**src/sv/blzd_pkg.sv**
```systemverilog
// Package for the backward LZSS decompressor: the command and status structs
// that join the controller to the datapath, and the fixed constants of the format.
// Depends on nothing.
`default_nettype none

package blzd_pkg;

  // Format constants.
  localparam logic [7:0]  FLAG_MSB    = 8'h80;
  localparam logic [15:0] DISP_MASK   = 16'h0FFF;
  localparam logic [3:0]  FLAG_COUNT  = 4'd8;
  localparam logic [4:0]  LEN_BIAS    = 5'd3;
  localparam logic [12:0] DISP_BIAS   = 13'd2;
  localparam logic [4:0]  MAX_LEN     = 5'd18;

  // Commands from the controller to the datapath.
  typedef struct packed {
    logic capture;     // latch the accepted input item
    logic load_flags;  // the latched byte is a control byte
    logic store_high;  // the latched byte is the high byte of a pair
    logic start_pair;  // the latched byte is the low byte: load length and distance
    logic read_src;    // issue the first window read of a copy
    logic emit_lit;    // write and emit the latched literal
    logic emit_copy;   // write and emit the byte read from the window, read the next
    logic emit_err;    // emit an error item and halt
  } cmd_t;

  // Status from the datapath to the controller.
  typedef struct packed {
    logic halted;
    logic pos_zero;
    logic awaiting;
    logic flags_empty;
    logic flag_bit;
    logic in_last;
    logic pos_lt_len;
    logic src_oob;
    logic next_oob;
    logic cnt_one;
    logic out_free;
  } sts_t;

endpackage

`default_nettype wire

```
**src/sv/blzd_ctrl.sv**
```systemverilog
// Controller state machine of the backward LZSS decompressor.
// Depends on blzd_pkg for the command and status structs.
`default_nettype none

module blzd_ctrl (
  input  wire logic          clk,
  input  wire logic          rst_n,
  input  wire logic          in_valid,
  output logic               in_ready,
  input  wire blzd_pkg::sts_t sts,
  output blzd_pkg::cmd_t     cmd
);

  typedef enum logic [5:0] {
    S_IDLE = 6'b000001,
    S_EXEC = 6'b000010,
    S_LIT  = 6'b000100,
    S_ERR  = 6'b001000,
    S_CPRD = 6'b010000,
    S_CPWR = 6'b100000
  } state_t;

  state_t state_r, state_nxt;

  // State register.
  always_ff @(posedge clk) begin
    if (!rst_n) begin
      state_r <= S_IDLE;
    end else begin
      state_r <= state_nxt;
    end
  end

  assign in_ready = (state_r == S_IDLE);

  // Next state and commands.
  always_comb begin
    cmd       = '0;
    state_nxt = state_r;
    unique case (state_r)
      S_IDLE: begin
        if (in_valid) begin
          cmd.capture = 1'b1;
          state_nxt   = S_EXEC;
        end
      end
      S_EXEC: begin
        if (sts.halted || sts.pos_zero) begin
          state_nxt = S_IDLE;
        end else if (sts.awaiting) begin
          cmd.start_pair = 1'b1;
          state_nxt      = sts.pos_lt_len ? S_ERR : S_CPRD;
        end else if (sts.flags_empty) begin
          cmd.load_flags = 1'b1;
          state_nxt      = S_IDLE;
        end else if (sts.flag_bit) begin
          cmd.store_high = 1'b1;
          state_nxt      = sts.in_last ? S_ERR : S_IDLE;
        end else begin
          state_nxt = S_LIT;
        end
      end
      S_LIT: begin
        if (sts.out_free) begin
          cmd.emit_lit = 1'b1;
          state_nxt    = S_IDLE;
        end
      end
      S_ERR: begin
        if (sts.out_free) begin
          cmd.emit_err = 1'b1;
          state_nxt    = S_IDLE;
        end
      end
      S_CPRD: begin
        if (sts.src_oob) begin
          state_nxt = S_ERR;
        end else begin
          cmd.read_src = 1'b1;
          state_nxt    = S_CPWR;
        end
      end
      S_CPWR: begin
        if (sts.out_free) begin
          cmd.emit_copy = 1'b1;
          if (sts.cnt_one) begin
            state_nxt = S_IDLE;
          end else if (sts.next_oob) begin
            state_nxt = S_ERR;
          end
        end
      end
      default: begin
        state_nxt = S_IDLE;
      end
    endcase
  end

endmodule

`default_nettype wire

```
**config.mk**
```make
export PLATFORM = sky130hd
export DESIGN_NAME = blzd_ctrl
export DESIGN_NICKNAME = d
export VERILOG_FILES = /design/src/sv/blzd_pkg.sv /design/src/sv/blzd_ctrl.sv
export SDC_FILE = /design/constraint.sdc
export NUM_CORES = 1
export LEC_CHECK = 0
export ABC_CLOCK_PERIOD_IN_PS = 2600
export BUFFER_PORTS_ARGS = -buffer_cell sky130_fd_sc_hd__buf_2
export CAP_MARGIN = 20
export CORE_AREA = 2 2 39 41
export DETAILED_ROUTE_END_ITERATION = 6
export DIE_AREA = 0 0 41 43
export PLACE_DENSITY = 0.72
export SETUP_SLACK_MARGIN = 0.3
export SYNTH_ARGS = -nofsm -noshare
export SYNTH_HDL_FRONTEND = slang
export SYNTH_SLANG_ARGS = --single-unit
```
**constraint.sdc**
```tcl
create_clock -name clk -period 2.6 [get_ports clk]
set_input_delay 0.52 -clock clk [delete_from_list [all_inputs] [get_ports clk]]
set_output_delay 0.52 -clock clk [all_outputs]
set_load 0.03 [all_outputs]
```
Word level (Yosys, flattened, before mapping)
Cells that the tools add are included.
W data, S select, Z words.

word-level totals
  register bits = 6
  bits of input ports = 14
  output and inout port bits = 9
  logic and storage cells = 42

operators by class
  eq/ne operators = 10
  muxes and demuxes = 28
  reductions and logical operators = 3

operators with widths
  kind                  number
  $mux W6               9
  $pmux W6 S5           1
  $mux W1               12
  $mux W4               2
  $eq A6 B1 Y1 const B  1
  $eq A6 B2 Y1 const B  1
  $eq A6 B3 Y1 const B  1
  $eq A6 B4 Y1 const B  1
  $eq A6 B5 Y1 const B  1
  $eq A6 B6 Y1 const B  1
  $mux W3               2
  $mux W5               1
  $ne A2 B2 Y1 const B  2
  $reduce_and A4 Y1     1
  $ne A3 B3 Y1 const B  1
  $mux W2               1
  $ne A2 B1 Y1 const B  1
  $reduce_or A2 Y1      1
  $logic_or A1 B1 Y1    1

Longest topological paths before layout
Gate-level depths: netlist of the first run.

  depth after elaboration = 6
  mapped depth = 5
  gate-level depth less buffers = 5

Worst setup path before layout of the first run
No wires, ideal clock.

  kind = reg-to-output
  start point = register state_r[4]
  end point = output cmd[5] in the netlist's numbering
  arrival time = 1.778 ns
  required time = 2.080 ns
  setup slack = 0.302 ns
  stages on the path, launching flop included = 6
  path buffers = 1
  path through = dfxtp_1 or4_1 buf_2 or3_1 nor3_1 and2_1

RTL lines
  what                      line             text
  start: declaration        blzd_ctrl.sv:23  state_t state_r, state_nxt;
  start signal: assignment  blzd_ctrl.sv:30  state_r <= state_nxt;
  end: declaration          blzd_ctrl.sv:11  output blzd_pkg::cmd_t cmd

==> key figures, run 1 <==
Run status
  – Run status: finished, final reports clean

Detailed routing
  – Routed Antenna Nets: 0
  – Detailed Route WL: about 1300 um
  – WL/cell: 12.0 um
  – Drt first-iter violations: 11
  – DR DRC count: 0
  – DR pass1 iterations: 4
  – Vias: between 500 and 600
  – Vias per inst: about 5.3

STA
  – Unrepaired setup endpoints after global routing: yes
  – Final worst-path cycle share: 93.4%
  – Final Skew: 0.00563 ns
  – Final slew viol count: 0
  – Finish-stage setup viols: 0
  – Hold Violations, Final: 0
  – Final TNS setup: 0 ns
  – Tmin final: approximately 2.4 ns
  – Tightest Pin Transition: ~0.49 ns
  – Max Clock Freq: 0.412 GHz
  – Worst relative slew slack: around two thirds

Cells and area
  – Top Registers: state_r: 6 flops
  – Largest register by flop count: state_r
  – N_diodes: 0
  – Fraction of final layout cells sized beyond drive strength 1: between 40% and 50%
  – Area growth syn-to-layout: 48.8%
  – Final nets: 109
  – Non-Filler Instances: ~110
  – Number of flip-flops under the largest register name: 6

Logic synthesis
  – Number of synthesized flops with an enable pin: 0
  – Yosys warning count: 0
  – Synthesized cell area: 489 um^2
  – Seq/Total Area, Yosys: between 20% and 30%
  – Post-synthesis net count: slightly below 80
  – Async S/R FF share, synth: 0%
  – Synthesized instance count: 64
  – Distinct cells, synth: 34
  – Seq cells post-synth: 6
  – Synth Flop Type: dfxtp_1
  – Mapped Avg Cell Area: roughly 7.6 um^2

Clock network
  – Clock latency on the worst-skew pair: 0.25 ns
  – CTS tree: built
  – Clock transition at the registers of the reported paths: around 0.040 ns
  – Clock Path Buffers: 2
  – Clock sinks: 6
  – Clock buffer count from CTS: 3
  – Clock Root Buffer: clkbuf_4
  – H-Tree Depth: 1

Setup path
  – CP delay by family, top: simple AND/OR/NAND/NOR gates
  – Buf/Inv on CP: 1
  – Reg2reg start: state_r[4]
  – Critical Path End: cmd[5]
  – R2r setup slk: around 0.46 ns
  – Worst Setup End Kind: primary output
  – Slowest cell on the critical path: or4_4
  – Crit path DAT: 1.91 ns
  – CP startpoint: state_r[4]
  – CP Max Fanout: 4
  – R2r worst-path depth: 7
  – Critical Path, Cell by Cell: or4_4 -> or3_1 -> nor3_2 -> and2_1 -> buf_4
  – Stages on worst setup path: 5
  – Worst Path Required: ~2.1 ns
  – Crit path kind: flip-flop to primary output
  – CP Launch Type: flip-flop
  – Critical Path Max Stage Delay: 0.53 ns
  – Reg2reg end: state_r[3]

Flow run
  – Max-cap violations: 0

GRT
  – Largest net degree at the start of global routing: 10
  – Vias in the first global route: 543
  – GR peak layer: met2
  – Initial antenna violation count: 0
  – Grt ovf: 0
  – M1 GR Usage: 22.0%
  – GRT met3 Usage: 6.28%
  – GRT met2 Usage: 27.5%
  – First-pass GRT wire length: approximately 2200 um
  – GRT Overall Usage: between 15 and 20%

Power and ir drop
  – Static leakage: about 0.34 nW
  – Net Switching: 258 uW
  – Clock share of power: 14.6%
  – Maximum VDD drop: 0.000337 V
  – Sw Ratio: 44.4%
  – Cell Pwr Density: between 700 and 800 nW/um^2
  – Power Total: 581 uW
  – Power share of the combinational group: 61.8%
  – Internal Power: ~320 uW
  – Flop pwr share: between 20% and 30%

Floorplan
  – Area of the core: about 1400 um^2
  – Starting Density: 35.4%
  – Die H: 43 um
  – Chip Width: 41 um
  – Row count: 14
  – I/O pins: 23
  – Die area: 1760 um^2

Min path
  – Tightest Hold Check Type: input port to flip-flop

Placement
  – Detailed-placement wirelength estimate: 1020 um
  – GP Congestion: 0.812
  – IO buf count: 22
  – Placed cells: 102
metrics by stage:
step	hold WS, ns	area (um^2)	util (%)	worst slack (ns)
2_1_floorplan	0.489	489	-	0.302
3_3_place_gp	0.528	622	44.9	0.247
3_5_place_dp	0.536	622	44.9	0.251
4_1_cts	0.451	667	48.2	0.170
5_1_grt	0.435	728	52.6	0.105
6_report	0.445	728	52.6	0.171
metal layers:
metal	share of wire (%)	vias to the layer above
li1	-	297
met1	44	250
met2	46	26
met3	8.2	4
met4	1.6	0
met5	0	-
worst reg2reg max path, stage by stage, from the launching register on:
cell	delay (ns)
dfxtp_2	0.32
or4_4	0.53
buf_4	0.15
buf_6	0.12
buf_4	0.13
or4_4	0.49
o221ai_4	0.12
mux2i_1	0.21
power by group through the flow:
stage	Sequential [mW]	Clock (mW)	Combinational, mW
final	0.137	0.0848	0.359
after floorplan	0.128	0	0.221
after detailed placement	0.133	0	0.296
after global placement	0.132	0	0.287
after CTS	0.132	0.0864	0.308
after global routing	0.141	0.0934	0.390
area by class of cell:
class	instances	area, um^2
fillers	144	656
well taps	16	20.0
flip-flops and latches	6	124
inverters	7	26.3
repair buffers	27	166
clock buffers	3	22.5
multi-input cells	50	369
synthesized netlist by cell type (2+ instances only):
library cell	number	share of area [%]
inv_1	7	5.4
dfxtp_1	6	25
nand2_1	6	4.6
nor3_1	6	6.1
nor2_1	4	3.1
nand2b_1	3	3.8
nor4_1	3	3.8
and3_1	2	2.6
nor3b_1	2	3.1
cells in the final DEF (no fill, tap or decap), types with 3 or more instances in the layout:
master	instances
nor2_1	4
clkbuf_4	3
nor3_1	4
nand2_1	6
dfxtp_1	3
buf_6	3
dfxtp_2	3
buf_2	19
inv_1	7
nand2b_1	3
buf_4	5
how the worst min path moves through the flow:
stage | startpoint | to | slack (ns) | cells after the start
floorplan | state_r[3] | state_r[3] | 0.49 | 2
CTS | sts[4] | state_r[4] | 0.45 | 2
finish | sts[4] | state_r[4] | 0.44 | 2
global route | sts[4] | state_r[4] | 0.44 | 2
global placement | state_r[3] | state_r[3] | 0.53 | 2
detailed placement | state_r[3] | state_r[3] | 0.54 | 2
cells by family after synthesis:
group / after synthesis / synth area share (%)
and+or+nand+nor: 36 / 42.7
AOI/OAI and AO/OA: 12 / 22.5
buffers and inverters: 8 / 6.39
DFF: 6 / 24.6
xor gates and xnor gates: 1 / 1.79
muxes: 1 / 2.05
timing repair:
item / 4_1_cts / 5_1_grt
setup endpoints to repair: 3 / 5
gates resized for setup: 7 / 8
buffers inserted: 0 / 4
hold buffers: 0 / 0
pin swaps: 0 / 3
Power figures use the tool's default switching activity.
==> inputs of run 2 (changes only) <==
--- a/config.mk
+++ b/config.mk
@@ -12,7 +12,7 @@
 export DETAILED_ROUTE_END_ITERATION = 6
 export DIE_AREA = 0 0 41 43
 export PLACE_DENSITY = 0.72
-export SETUP_SLACK_MARGIN = 0.3
+export SETUP_SLACK_MARGIN = 0.5
 export SYNTH_ARGS = -nofsm -noshare
 export SYNTH_HDL_FRONTEND = slang
 export SYNTH_SLANG_ARGS = --single-unit
==> run 2 against run 1 <==
Compared with the run above: maximum frequency fell by 1.2%; critical path depth stayed put; largest power group unchanged; flip-flop and latch count did not move; via count is 2.1% higher; critical endpoint unchanged.
==> key figures, run 2 (synthesis results as in run 1) <==
Floorplan
  – Row count: 14 (unchanged)
  – Starting Density: 35.4% (unchanged)
  – Die area: 1760 um^2 (unchanged)
  – I/O pins: 23 (unchanged)
  – Die H: 43 um (unchanged)
  – Chip Width: 41 um (unchanged)
  – Area of the core: 1380 um^2 (unchanged)

Min path
  – Tightest Hold Check Type: input port to flip-flop

Power and ir drop
  – Maximum VDD drop: 0.000303 V (-10%)
  – Power Total: 611 uW (+5.3%)
  – Net Switching: 279 uW (+8.2%)
  – Sw Ratio: 45.7% (+1.2 points)
  – Static leakage: 0.353 nW (+2.6%)
  – Clock share of power: 14.5% (about the same)
  – Cell Pwr Density: 808 nW/um^2 (+1.3%)
  – Flop pwr share: 22.3% (-1.3 points)
  – Power share of the combinational group: 63.2% (+1.4 points)
  – Internal Power: 332 uW (+3.0%)

GRT
  – GRT Overall Usage: 19.6% (+1.8 points)
  – Vias in the first global route: 589 (+8.5%)
  – First-pass GRT wire length: 2370 um (+9.9%)
  – Grt ovf: 0 (unchanged)
  – Largest net degree at the start of global routing: 8 (-2)
  – Initial antenna violation count: 0 (unchanged)

Clock network
  – H-Tree Depth: 1 (unchanged)
  – Clock transition at the registers of the reported paths: 0.05 ns (about the same)
  – Clock buffer count from CTS: 3 (unchanged)
  – Clock sinks: 6 (unchanged)
  – Clock Path Buffers: 2 (unchanged)
  – CTS tree: built
  – Clock latency on the worst-skew pair: 0.25 ns (about the same)
  – Clock Root Buffer: clkbuf_4

Setup path
  – Critical Path Max Stage Delay: 0.53 ns (about the same)
  – Buf/Inv on CP: 1 (unchanged)
  – Worst Path Required: 2.08 ns (about the same)
  – Worst Setup End Kind: primary output
  – CP Max Fanout: 2 (-2)
  – CP delay by family, top: simple AND/OR/NAND/NOR gates
  – CP Launch Type: flip-flop
  – Crit path DAT: 1.94 ns (+0.03 ns)
  – R2r setup slk: 0.55 ns (+0.09 ns)
  – Slowest cell on the critical path: or4_4
  – Crit path kind: flip-flop to primary output
  – Critical Path, Cell by Cell: or4_4 -> or3_1 -> nor3_2 -> and2_4 -> buf_4

Detailed routing
  – Routed Antenna Nets: 0 (unchanged)
  – Detailed Route WL: 1430 um (+9.7%)
  – Vias per inst: 5.40 (+2.1%)
  – WL/cell: 13.1 um (+9.7%)
  – DR DRC count: 0 (unchanged)
  – Drt first-iter violations: 10 (-1)
  – Vias: 589 (+2.1%)
  – DR pass1 iterations: 4 (unchanged)

Cells and area
  – N_diodes: 0 (unchanged)
  – Area growth syn-to-layout: 54.7%
  – Fillers: 155 (+7.6%)
  – Commonest non-fill, non-tap cell in the layout: buf_2
  – Final nets: 109 (unchanged)
  – Most frequent cells in the layout: 18 x buf_2, 6 x inv_1, 5 x buf_6
  – Number of flip-flops under the largest register name: 6 (unchanged)
  – Fraction of final layout cells sized beyond drive strength 1: 50.5% (+5.4 points)
  – Top Registers: state_r: 6 flops
  – Largest register by flop count: state_r

STA
  – Hold Violations, Final: 0 (unchanged)
  – Final TNS setup: 0 ns (unchanged)
  – Hold_ws: 0.441 ns (-0.00365 ns)
  – Worst relative slew slack: 65.7% (-1.0 points)
  – Unrepaired setup endpoints after global routing: yes
  – Max Clock Freq: 0.407 GHz (-1.2%)
  – Tmin final: 2.46 ns (+0.0285 ns)
  – Final Skew: 0.00432 ns (-0.00131 ns)
  – Final worst-path cycle share: 94.5% (+1.1 points)
  – Finish-stage setup viols: 0 (unchanged)
  – Tightest Pin Transition: 0.510 ns (+0.0233 ns)
  – Final slew viol count: 0 (unchanged)

Placement
  – Detailed-placement wirelength estimate: 1070 um (+4.2%)
  – GP Congestion: 0.814 (+0.16%)
  – IO buf count: 22 (unchanged)

Run status
  – Run status: finished, final reports clean

Flow run
  – Max-cap violations: 0 (unchanged)
run 2: area by class of cell:
cell class / instances / area (um^2) / area share [%]
multi-input combinational: 50 / 388 / 51.2
tap: 16 / 20.0 / 2.64
inverter: 7 / 26.3 / 3.47
timing repair buffer: 27 / 176 / 23.3
sequential: 6 / 124 / 16.4
clock buffer: 3 / 22.5 / 2.98
run 2: worst paths after layout:
path / start / cells past startpoint / to
worst max register to register: state_r[4] / 6 / state_r[3]
worst min register to register: state_r[3] / 2 / state_r[3]
worst min-delay path: sts[4] / 2 / state_r[4]
worst max-delay path: state_r[4] / 5 / cmd[5]
run 2: power groups by stage:
stage | clock, mW | combinational [mW] | sequential, mW
3_5_place_dp | 0 | 0.300 | 0.133
5_1_grt | 0.0963 | 0.421 | 0.138
6_report | 0.0885 | 0.387 | 0.136
4_1_cts | 0.0911 | 0.370 | 0.136
3_3_place_gp | 0 | 0.292 | 0.133
2_1_floorplan | 0 | 0.224 | 0.128
run 2: metal layers:
layer,vias to the layer above,wire [um],global-route usage [%]
li1,296,-,-
met1,261,575,22.1
met2,30,716,32.5
met3,2,120,7.33
met4,0,17,6.00
met5,-,0,0
run 2: timing repair:
item	4_1_cts	5_1_grt
buffers inserted	4	0
pin swaps	3	4
hold buffers	0	0
gates resized for setup	16	5
setup endpoints to repair	8	9
run 2: stage by stage:
step | instance area (um^2) | cells | setup WS (ns) | util (%)
floorplan | 502 | 64 | 0.422 | -
global placement | 634 | 102 | 0.276 | 45.8
detailed placement | 634 | 102 | 0.260 | 45.8
CTS | 742 | 109 | 0.135 | 53.6
global route | 757 | 109 | 0.0804 | 54.7
finish | 757 | 109 | 0.143 | 54.7
==> inputs of run 3 (changes only) <==
--- a/config.mk
+++ b/config.mk
@@ -5,7 +5,7 @@
 export SDC_FILE = /design/constraint.sdc
 export NUM_CORES = 1
 export LEC_CHECK = 0
-export ABC_CLOCK_PERIOD_IN_PS = 2600
+export ABC_CLOCK_PERIOD_IN_PS = 2790
 export BUFFER_PORTS_ARGS = -buffer_cell sky130_fd_sc_hd__buf_2
 export CAP_MARGIN = 20
 export CORE_AREA = 2 2 39 41
==> constraint.sdc (replaced) <==
create_clock -name clk -period 2.79 [get_ports clk]
set_input_delay 0.558 -clock clk [delete_from_list [all_inputs] [get_ports clk]]
set_output_delay 0.558 -clock clk [all_outputs]
set_load 0.03 [all_outputs]
==> run 3 against run 2 <==
Compared with the run above: clock-buffer cell count did not move; highest routed layer unchanged; hold slack improved by 0.048 ns; largest cell class unchanged; register-to-register slack gained 0.12 ns; sequential power is 6% lower; routed wire length rose by 3.7%; clock power is 6.8% lower; clock skew rose by 0.0036 ns.
==> key figures, run 3 (synthesis results as in run 1) <==
Clock network
  – H-Tree Depth: 1 (unchanged)
  – Clock Path Buffers: 2 (unchanged)
  – Number of hold buffers added after CTS: 0 (unchanged)
  – Clock latency on the worst-skew pair: 0.25 ns (about the same)
  – Clock sinks: 6 (unchanged)
  – Clock buffer count from CTS: 3 (unchanged)
  – CTS tree: built
  – Clock transition at the registers of the reported paths: 0.05 ns (about the same)
  – Clock Root Buffer: clkbuf_4

Cells and area
  – N_diodes: 0 (unchanged)
  – Final Util: 55.7% (+0.99 points)
  – Area growth syn-to-layout: 57.5%
  – Commonest non-fill, non-tap cell in the layout: buf_2
  – Final nets: 110 (+0.92%)
  – Largest register by flop count: state_r
  – Area of the multi-input gates: 394 um^2 (+1.6%)
  – Top Registers: state_r: 6 flops
  – Most frequent cells in the layout: 18 x buf_2, 7 x inv_1, 6 x nand2_1
  – Fillers: 145 (-6.5%)
  – Reg area: 124 um^2 (unchanged)
  – Number of flip-flops under the largest register name: 6 (unchanged)
  – Fraction of final layout cells sized beyond drive strength 1: 50.0% (-0.54 points)
  – Non-Filler Instances: 110 (+0.92%)

STA
  – Final worst-path cycle share: a little over 90%
  – Hold Violations, Final: 0 (unchanged)
  – Tmin final: 2.54 ns
  – Final TNS setup: 0 ns (unchanged)
  – Max Clock Freq: 0.394 GHz
  – Tightest Pin Transition: 0.407 ns (-0.103 ns)
  – Unrepaired setup endpoints after global routing: yes
  – Final slew viol count: 0 (unchanged)
  – Worst relative slew slack: 72.2% (+6.5 points)
  – Finish-stage setup viols: 0 (unchanged)
  – Final Skew: 0.00795 ns (+0.00363 ns)
  – Hold_ws: 0.489 ns (+0.0478 ns)

GRT
  – First-pass GRT wire length: 2280 um (-3.5%)
  – GRT Overall Usage: 19.8% (+0.16 points)
  – Grt ovf: 0 (unchanged)
  – Initial antenna violation count: 0 (unchanged)
  – Vias in the first global route: 573 (-2.7%)
  – Largest net degree at the start of global routing: 8 (unchanged)

Setup path
  – Worst Setup End Kind: primary output
  – Buf/Inv on CP: 1 (unchanged)
  – Critical Path, Cell by Cell: or4_4 -> or3_4 -> nor3_4 -> and2_4 -> buf_6
  – CP Max Fanout: 2 (unchanged)
  – Slowest cell on the critical path: or4_4
  – CP delay by family, top: simple AND/OR/NAND/NOR gates
  – Crit path DAT: 1.98 ns (+0.04 ns)
  – Critical Path Max Stage Delay: 0.52 ns (about the same)
  – CP Launch Type: flip-flop
  – Worst Path Required: 2.23 ns (+0.15 ns)
  – Crit path kind: flip-flop to primary output

Placement
  – Placed cells: 102 (unchanged)
  – Detailed-placement wirelength estimate: 1040 um (-2.4%)
  – IO buf count: 22 (unchanged)
  – GP Congestion: 0.805 (-1.1%)

Floorplan
  – Area of the core: 1380 um^2 (unchanged)
  – I/O pins: 23 (unchanged)
  – Chip Width: 41 um (unchanged)
  – Starting Density: 35.4% (unchanged)
  – Row count: 14 (unchanged)
  – Die H: 43 um (unchanged)
  – Die area: 1760 um^2 (unchanged)

Min path
  – Tightest Hold Check Type: input port to flip-flop

Detailed routing
  – Vias: 600 (+1.9%)
  – WL/cell: 13.5 um (+2.8%)
  – Drt first-iter violations: 15 (+5)
  – Vias per inst: 5.45 (+0.94%)
  – Routed Antenna Nets: 0 (unchanged)
  – DR pass1 iterations: 4 (unchanged)
  – DR DRC count: 0 (unchanged)
  – Detailed Route WL: 1480 um (+3.7%)

Run status
  – Run status: finished, final reports clean

Power and ir drop
  – Static leakage: 0.361 nW (+2.1%)
  – Maximum VDD drop: 0.000366 V (+21%)
  – Cell Pwr Density: 752 nW/um^2 (-6.8%)

Flow run
  – Max-cap violations: 0 (unchanged)
[run 3: what timing repair did]
| action | in CTS | in global routing |
|---|---|---|
| gates resized for setup | 14 | 9 |
| pin swaps | 2 | 4 |
| cloned | 0 | 0 |
| setup endpoints to repair | 3 | 8 |
| buffers inserted | 5 | 0 |
[run 3: per-stage QoR]
step / area, um^2 / worst slack [ns] / power (mW)
after floorplan: 490 / 0.517 / 0.325
after global placement: 623 / 0.345 / 0.390
after detailed placement: 623 / 0.327 / 0.398
after CTS: 729 / 0.301 / 0.555
after global routing: 771 / 0.197 / 0.616
final: 771 / 0.254 / 0.580
[run 3: path summary, 6_finish.rpt]
kind         cells after the start  slack (ns)         end       start
min reg2reg                      2        0.54  state_r[3]  state_r[3]
max                              5        0.25      cmd[5]  state_r[0]
min                              2        0.49  state_r[4]      sts[4]
max reg2reg                      7        0.67  state_r[3]  state_r[0]
[run 3: layer usage]
layer  share of wire [%]  vias to the layer above  track usage, %
met4                 1.6                        0            10.0
met3                 7.3                        2            6.81
li1                    -                      295               -
met5                   0                        -               0
met1                  39                      278            21.0
met2                  52                       25            32.5
[run 3: area by class of cell]
class | count | area share, %
clock buffers | 3 | 2.92
inverters | 7 | 3.41
multi-input cells | 50 | 51.1
flip-flops and latches | 6 | 16.1
well taps | 16 | 2.60
repair buffers | 28 | 23.9
[run 3: report_power, final]
group | internal [mW] | leakage, nW | total [mW] | switching (mW)
Clock | 0.0488 | 0.0138 | 0.0825 | 0.0337
Combinational | 0.163 | 0.297 | 0.370 | 0.207
Sequential | 0.107 | 0.0498 | 0.128 | 0.0209
